$ cat config.mk
export PLATFORM = sky130hd
export DESIGN_NAME = first_fit_block_allocator
export DESIGN_NICKNAME = d
export VERILOG_FILES = /design/src/ffa_pkg.sv /design/src/ffa_ram.sv /design/src/first_fit_block_allocator.sv
export SDC_FILE = /design/constraint.sdc
export NUM_CORES = 2
export LEC_CHECK = 0
export BUFFER_PORTS_ARGS = -buffer_cell sky130_fd_sc_hd__buf_4
export CORE_ASPECT_RATIO = 2
export CORE_MARGIN = 2
export CORE_UTILIZATION = 45
export DETAILED_ROUTE_END_ITERATION = 10
export SLEW_MARGIN = 5
export SYNTH_ARGS = -nofsm -noshare
export SYNTH_HDL_FRONTEND = slang
export SYNTH_SLANG_ARGS = --single-unit
$ cat constraint.sdc
create_clock -name clk -period 6.8 [get_ports clk]
set_input_delay 0.34 -clock clk [delete_from_list [all_inputs] [get_ports clk]]
set_output_delay 0.34 -clock clk [all_outputs]
set_load 0.02 [all_outputs]
$ cat src/ffa_pkg.sv
// Shared constants for the first-fit block allocator.
package ffa_pkg;

	localparam int HEADER_BYTES_DEF = 16;
	localparam int MAX_BLOCKS_DEF   = 64;
	localparam logic [15:0] ARENA_RESET = 16'd4096;

	localparam logic [1:0] ST_DONE    = 2'd0;
	localparam logic [1:0] ST_NOFIT   = 2'd1;
	localparam logic [1:0] ST_INVALID = 2'd2;

	localparam logic ACT_ALLOC = 1'b0;
	localparam logic ACT_FREE  = 1'b1;

endpackage

$ cat src/ffa_ram.sv
// Generic simple dual-port RAM with registered read.
module ffa_ram #(
	parameter int WIDTH = 8,
	parameter int DEPTH = 16
) (
	input  logic                     clk,
	input  logic                     we,
	input  logic [$clog2(DEPTH)-1:0] waddr,
	input  logic [WIDTH-1:0]         wdata,
	input  logic [$clog2(DEPTH)-1:0] raddr,
	output logic [WIDTH-1:0]         rdata
);
	logic [WIDTH-1:0] mem [DEPTH];

	// write port and registered read port
	always_ff @(posedge clk) begin
		if (we) begin
			mem[waddr] <= wdata;
		end
		rdata <= mem[raddr];
	end
endmodule

$ cat src/first_fit_block_allocator.sv
// Top level: first-fit block allocator with merge of free neighbors.
//
//  channel  | ports                                         | handshake
//  ---------+-----------------------------------------------+---------------------
//  request  | action, request_size, block_address           | start & !busy
//  result   | payload_address, status                       | result_valid strobe
//  config   | arena_size                                    | arena_size_we
//
// Allocate: each block walked in the chain is read (S_ARD) and evaluated (S_AEV);
// a split adds a write of the shortened block (S_AWR2). Free: each block searched
// is read (S_FRD) and evaluated (S_FEV), slot 0 is fetched (S_MR0, S_MRN), then the
// merge pass takes one link per cycle; all reads share the one read port of the table.
// After reset or an arena_size write, an init state rebuilds slot 0 (busy high).
// The result shows for one cycle; the receiver cannot stall it.
module first_fit_block_allocator #(
	parameter int HEADER_BYTES = ffa_pkg::HEADER_BYTES_DEF,
	parameter int MAX_BLOCKS   = ffa_pkg::MAX_BLOCKS_DEF
) (
	input  logic        clk,
	input  logic        arst_n,
	input  logic        start,
	output logic        busy,
	input  logic        action,
	input  logic [15:0] request_size,
	input  logic [15:0] block_address,
	input  logic        arena_size_we,
	input  logic [15:0] arena_size,
	output logic        result_valid,
	output logic [15:0] payload_address,
	output logic [1:0]  status
);
	localparam int IW = $clog2(MAX_BLOCKS);
	localparam logic [15:0] HB = 16'(HEADER_BYTES);

	typedef struct packed {
		logic [15:0]   start;
		logic [15:0]   len;
		logic          free;
		logic          hn;
		logic [IW-1:0] nxt;
	} slot_t;

	localparam int SW = $bits(slot_t);

	typedef enum logic [9:0] {
		S_IDLE = 10'b0000000001,
		S_INIT = 10'b0000000010,
		S_ARD  = 10'b0000000100,
		S_AEV  = 10'b0000001000,
		S_AWR2 = 10'b0000010000,
		S_FRD  = 10'b0000100000,
		S_FEV  = 10'b0001000000,
		S_MR0  = 10'b0010000000,
		S_MRN  = 10'b0100000000,
		S_MEV  = 10'b1000000000
	} state_t;

	state_t             state_q;
	logic [15:0]        arena_q;
	logic [MAX_BLOCKS-1:0] spare_q;
	logic               empty_q;
	logic [IW-1:0]      cur_q;
	slot_t              blk_q;
	logic [15:0]        want_q;
	logic [15:0]        where_q;

	logic               we;
	logic [IW-1:0]      waddr;
	slot_t              wdata;
	logic [IW-1:0]      raddr;
	logic [SW-1:0]      rdata_raw;
	slot_t              rd;

	ffa_ram #(.WIDTH(SW), .DEPTH(MAX_BLOCKS)) u_table (
		.clk   (clk),
		.we    (we),
		.waddr (waddr),
		.wdata (wdata),
		.raddr (raddr),
		.rdata (rdata_raw)
	);

	assign rd   = slot_t'(rdata_raw);
	assign busy = (state_q != S_IDLE);

	// lowest spare slot above zero
	logic          spare_any;
	logic [IW-1:0] spare_idx;
	always_comb begin
		spare_any = 1'b0;
		spare_idx = '0;
		for (int i = MAX_BLOCKS - 1; i >= 1; i--) begin
			if (spare_q[i]) begin
				spare_any = 1'b1;
				spare_idx = IW'(i);
			end
		end
	end

	// evaluation terms of the slot just read
	logic        fits;
	logic [15:0] rest;
	logic        split;
	logic [16:0] pay_rd;
	always_comb begin
		fits   = rd.free && (rd.len >= want_q);
		rest   = rd.len - want_q;
		split  = (rest > HB) && spare_any;
		pay_rd = {1'b0, rd.start} + {1'b0, HB};
	end

	// read address; the merge pass always fetches the successor of the slot in hand
	always_comb begin
		unique case (state_q) inside
			S_MR0:        raddr = '0;
			S_MRN, S_MEV: raddr = rd.nxt;
			default:      raddr = cur_q;
		endcase
	end

	// write port
	always_comb begin
		we    = 1'b0;
		waddr = cur_q;
		wdata = rd;
		unique case (state_q)
			S_INIT: begin
				we    = 1'b1;
				waddr = '0;
				wdata = '{start: 16'd0, len: arena_q - HB, free: 1'b1, hn: 1'b0,
					nxt: '0};
			end
			S_AEV: begin
				if (fits) begin
					we = 1'b1;
					if (split) begin
						waddr = spare_idx;
						wdata = '{start: rd.start + HB + want_q, len: rest - HB,
							free: 1'b1, hn: rd.hn, nxt: rd.nxt};
					end else begin
						wdata      = rd;
						wdata.free = 1'b0;
					end
				end
			end
			S_AWR2: begin
				we    = 1'b1;
				wdata = blk_q;
			end
			S_FEV: begin
				if (pay_rd == {1'b0, where_q}) begin
					we         = 1'b1;
					wdata      = rd;
					wdata.free = 1'b1;
				end
			end
			S_MEV: begin
				if (blk_q.free && rd.free) begin
					we    = 1'b1;
					wdata = '{start: blk_q.start, len: blk_q.len + rd.len + HB,
						free: 1'b1, hn: rd.hn, nxt: rd.nxt};
				end
			end
			default: ;
		endcase
	end

	// control sequencer
	always_ff @(posedge clk or negedge arst_n) begin
		if (!arst_n) begin
			state_q         <= S_INIT;
			arena_q         <= ffa_pkg::ARENA_RESET;
			spare_q         <= {{(MAX_BLOCKS-1){1'b1}}, 1'b0};
			empty_q         <= 1'b0;
			result_valid    <= 1'b0;
			payload_address <= '0;
			status          <= ffa_pkg::ST_DONE;
			cur_q           <= '0;
			blk_q           <= '0;
			want_q          <= '0;
			where_q         <= '0;
		end else begin
			result_valid <= 1'b0;
			unique case (state_q)
				S_IDLE: begin
					if (start) begin
						cur_q   <= '0;
						want_q  <= request_size;
						where_q <= block_address;
						payload_address <= '0;
						if (empty_q) begin
							result_valid <= 1'b1;
							status <= (action == ffa_pkg::ACT_FREE) ?
								ffa_pkg::ST_INVALID : ffa_pkg::ST_NOFIT;
						end else begin
							state_q <= (action == ffa_pkg::ACT_FREE) ? S_FRD : S_ARD;
						end
					end
				end
				S_INIT: begin
					spare_q <= {{(MAX_BLOCKS-1){1'b1}}, 1'b0};
					empty_q <= (arena_q < HB);
					state_q <= S_IDLE;
				end
				S_ARD: state_q <= S_AEV;
				S_AEV: begin
					if (fits) begin
						payload_address <= pay_rd[15:0];
						status          <= ffa_pkg::ST_DONE;
						if (split) begin
							spare_q[spare_idx] <= 1'b0;
							blk_q <= '{start: rd.start, len: want_q, free: 1'b0,
								hn: 1'b1, nxt: spare_idx};
							state_q <= S_AWR2;
						end else begin
							result_valid <= 1'b1;
							state_q      <= S_IDLE;
						end
					end else if (!rd.hn) begin
						status       <= ffa_pkg::ST_NOFIT;
						result_valid <= 1'b1;
						state_q      <= S_IDLE;
					end else begin
						cur_q   <= rd.nxt;
						state_q <= S_ARD;
					end
				end
				S_AWR2: begin
					result_valid <= 1'b1;
					state_q      <= S_IDLE;
				end
				S_FRD: state_q <= S_FEV;
				S_FEV: begin
					if (pay_rd == {1'b0, where_q}) begin
						status  <= ffa_pkg::ST_DONE;
						state_q <= S_MR0;
					end else if (!rd.hn) begin
						status       <= ffa_pkg::ST_INVALID;
						result_valid <= 1'b1;
						state_q      <= S_IDLE;
					end else begin
						cur_q   <= rd.nxt;
						state_q <= S_FRD;
					end
				end
				S_MR0: state_q <= S_MRN;
				S_MRN: begin
					// slot 0 has landed: hold it and fetch its successor
					cur_q <= '0;
					blk_q <= rd;
					if (!rd.hn) begin
						result_valid <= 1'b1;
						state_q      <= S_IDLE;
					end else begin
						state_q <= S_MEV;
					end
				end
				S_MEV: begin
					// rd is the successor of blk_q: absorb it or step onto it
					if (blk_q.free && rd.free) begin
						spare_q[blk_q.nxt] <= 1'b1;
						blk_q <= '{start: blk_q.start, len: blk_q.len + rd.len + HB,
							free: 1'b1, hn: rd.hn, nxt: rd.nxt};
					end else begin
						cur_q <= blk_q.nxt;
						blk_q <= rd;
					end
					if (!rd.hn) begin
						result_valid <= 1'b1;
						state_q      <= S_IDLE;
					end else begin
						state_q <= S_MEV;
					end
				end
				default: state_q <= S_IDLE;
			endcase
			if (arena_size_we) begin
				arena_q <= arena_size;
				state_q <= S_INIT;
			end
		end
	end

	// assertions
	a_status_code: assert property (@(posedge clk) disable iff (!arst_n)
		result_valid |-> (status == ffa_pkg::ST_DONE || status == ffa_pkg::ST_NOFIT ||
			status == ffa_pkg::ST_INVALID))
		else $error("bad status code");
	a_zero_addr: assert property (@(posedge clk) disable iff (!arst_n)
		(result_valid && status != ffa_pkg::ST_DONE) |-> payload_address == 16'd0)
		else $error("address on failed request");
	a_slot0_owned: assert property (@(posedge clk) disable iff (!arst_n)
		!spare_q[0])
		else $error("slot 0 marked spare");
	a_accept_busy: assert property (@(posedge clk) disable iff (!arst_n)
		(start && !busy && !empty_q && !arena_size_we) |=> busy)
		else $error("accepted request did not go busy");
	a_init_slot0: assert property (@(posedge clk) disable iff (!arst_n)
		(state_q == S_INIT) |-> (we && waddr == '0))
		else $error("init did not write slot 0");
endmodule
==> metrics <==
CP Cell Sequence=ha_1 > nor2b_1 > o31a_1 > o21a_1 > nor2_1 > xnor2_1 > inv_1 > ha_1 > nand2_1 > nor3_1 > o21ai_0 > a2111oi_0 > buf_4 > and3_1 > a21oi_2 > and2_2 > o31ai_1 > nand3_1 > buf_4 > nor2_4 > buf_12; # port buffers=72; vias in the first global route=60948; DRC=0; largest net degree at the start of global routing=121; commonest cells in the netlist=edfxtp_1, mux4_2, a21oi_1; Fmax=168 MHz; net switching power=0.0129 W; first-pass GRT wire length=450000 microns; Ys Warns=0; CP endpoint kind=flop; Seq pwr share=48.3%; Worst path slowest cell=a2111oi_0; CTS root buf=clkbuf_16; vias per cell=6.13; post-synth cell types=80; Area contributors post-synth=edfxtp_1, mux4_2, dfrtp_1; Yosys reg bits=2787; Setup Viol. Count Final=0; CTS sink cnt=2787; Final Max Slew Viols=0; main flop type after synthesis=edfxtp_1; Max-slew headroom=14.0%; crit-path max FO=21; maximum VDD drop=292 uV; CTS Buf Count=231; critical path startpoint category=flop; fraction of layout cells with a size suffix above 1=24.9%; P&R area growth vs syn=14.7%; Power, Total=0.0439 W; delay-heaviest family, CP=compound AO/OA/AOI/OAI gates; worst slew pin tran=1.29 ns; post-synthesis async set-or-reset flop share=6.71%; final hold vios=0; critical setup path kind=reg2reg; Placer Congestion=0.946; I/O pin total=73; average size of a mapped cell=19.1 sq um; sequential area share after synthesis=74.4%; CP arrival=6.51 ns; Initial DRC Count=5560; CP required=7.36 ns; internal power=0.0309 W; Die Area=250000 sq um; gr usage total=25.4%; total grt overflow=0; PwrDens=345 nW/um^2; TritonCTS clock tree=built; Combinational Power Share=21.3%; HPWL Detailed=206000 microns; Min Hold Slack=0.0448 ns; Clock Power Share=30.4%; Slowest Stage Delay on Critical Path=0.59 ns; Yosys top cell area share=69.4%; final WL=319000 microns; worst-case clock buffer depth=4; HP Class=in2async; WL/cell=33.3 microns; EDFF count, synth=2560; RSZ-0062 raised after global routing=false; insertion delay of the later-clocked pin in the worst-skew pair=0.91 ns; leakage=40.8 nW; cts repair resizes=0; Vias=58708; WP buf/inv=4; Initial Util=45.2%; Clock Pin Slew Worst Setup and Hold Paths=0.07 ns; Synth area leader=edfxtp_1; Core Area=245000 sq um; status=completed; Net Count, Synth=5935; Final period util=87.6%; TritonRoute pass-1 iters=6; final net count=6287; post-synthesis cell count=5801; row count=257; # Max-Cap Violations=0; DIE HEIGHT=706 microns; initial antenna violation count=20; sw frac=29.5%; sum of negative setup slack=0 ns; DIE WIDTH=355 microns; Tmin final=5.96 ns; DRT antenna net count=0; Post-Synthesis Cell Area=111000 sq um; clk_skew=0.0772 ns; most frequent cell after synthesis=edfxtp_1; H-tree depth=4
==> logic make-up after synthesis <==
logic type	Yosys count	synth area share, %
simple gates	723	3.13
mux	669	13.3
fa+ha+maj	81	0.935
flops	2787	74.4
compound gates	1072	6.08
xor+xnor	79	0.624
buf+inv	390	1.52
==> routing by layer <==
| layer | GRT usage, % | wire length [microns] | share of wire, % | up-vias |
|---|---|---|---|---|
| met5 | 0 | 76 | 0.024 | - |
| met4 | 14.8 | 21500 | 6.7 | 12 |
| met3 | 2.99 | 15500 | 4.8 | 705 |
| met2 | 46.1 | 172000 | 54 | 2193 |
| met1 | 28.6 | 110000 | 34 | 31199 |
| li1 | - | - | - | 24599 |
==> power by group through the flow <==
stage | Clock (W) | Combinational [W] | Sequential [W]
final | 0.0133 | 0.00933 | 0.0212
after global routing | 0.0141 | 0.00983 | 0.0212
after CTS | 0.0136 | 0.00934 | 0.0211
after detailed placement | 0 | 0.00928 | 0.0215
after global placement | 0 | 0.00915 | 0.0215
after floorplan | 0 | 0.00518 | 0.0214
==> what timing repair did <==
action	4_1_cts	5_1_grt
hold buffers	69	0
hold endpoints to repair	139	0
setup buffers	0	0
==> cells in the final DEF (no fill, tap or decap), types with 18 or more instances in the layout <==
| cell type | instances |
|---|---|
| edfxtp_1 | 2560 |
| o21ai_0 | 171 |
| clkbuf_1 | 37 |
| buf_12 | 152 |
| bufinv_16 | 22 |
| nor4_1 | 21 |
| mux2_2 | 27 |
| inv_1 | 75 |
| or4_1 | 44 |
| o31ai_1 | 18 |
| or3_1 | 20 |
| nor3_1 | 56 |
| nor2_1 | 134 |
| xnor2_1 | 53 |
| nor2_4 | 68 |
| clkbuf_16 | 235 |
| xor2_1 | 26 |
| nand3_1 | 40 |
| dfstp_2 | 65 |
| a21oi_1 | 373 |
| dfrtp_1 | 122 |
| dlygate4sd3_1 | 69 |
| nand3b_1 | 18 |
| buf_4 | 212 |
| a22oi_1 | 351 |
| mux4_2 | 641 |
| nand2_1 | 216 |
| dfxtp_1 | 40 |
| ha_1 | 78 |
| clkinv_1 | 38 |
| clkinv_2 | 43 |
==> final timing paths <==
kind / from / endpoint / slack [ns] / cells past startpoint
max in group asynchronous: arst_n / spare_q[16]$_DFFE_PN1P_ / 5.45 / 3
hold / removal: arst_n / arena_q[0]$_DFFE_PN0P_ / 0.04 / 2
min in group clk: block_address[1] / where_q[1]$_DFFE_PN0P_ / 0.18 / 4
setup reg to reg: u_table.rdata[9]$_DFF_P_ / u_table.mem[32][39]$_DFFE_PP_ / 0.84 / 21
hold reg to reg: payload_address[8]$_DFFE_PN0P_ / payload_address[8]$_DFFE_PN0P_ / 0.48 / 2
setup / recovery: u_table.rdata[9]$_DFF_P_ / u_table.mem[32][39]$_DFFE_PP_ / 0.84 / 21
==> metrics by stage <==
| step | util (%) | cells | area, sq um | setup WS, ns |
|---|---|---|---|---|
| final | 51.8 | 9581 | 127000 | 0.843 |
| after global placement | 48.5 | 9088 | 119000 | 0.860 |
| after CTS | 51.8 | 9571 | 127000 | 0.891 |
| after detailed placement | 48.5 | 9088 | 119000 | 0.923 |
| after global routing | 51.8 | 9573 | 127000 | 0.447 |
| after floorplan | - | 5801 | 111000 | 0.329 |
==> state kept, by name, summed over array words and instances, names as in the netlist <==
| register | cells |
|---|---|
| u_table.rdata | 40 |
| blk_q | 40 |
| state_q | 10 |
| result_valid | 1 |
| cur_q | 6 |
| arena_q | 16 |
| where_q | 16 |
| u_table.mem | 2560 |
| spare_q | 63 |
| empty_q | 1 |
| payload_address | 16 |
| status | 2 |
| want_q | 16 |
==> layout make-up <==
| type | instances | area [sq um] |
|---|---|---|
| fillers | 19357 | 118000 |
| flip-flops and latches | 2787 | 82400 |
| multi-input cells | 2624 | 27500 |
| clock buffers | 283 | 6170 |
| diodes | 10 | 25.0 |
| repair buffers | 434 | 5340 |
| clock inverters | 131 | 1240 |
| inverters | 75 | 282 |
| well taps | 3237 | 4050 |
No activity file was read; power rests on OpenSTA's default activity.
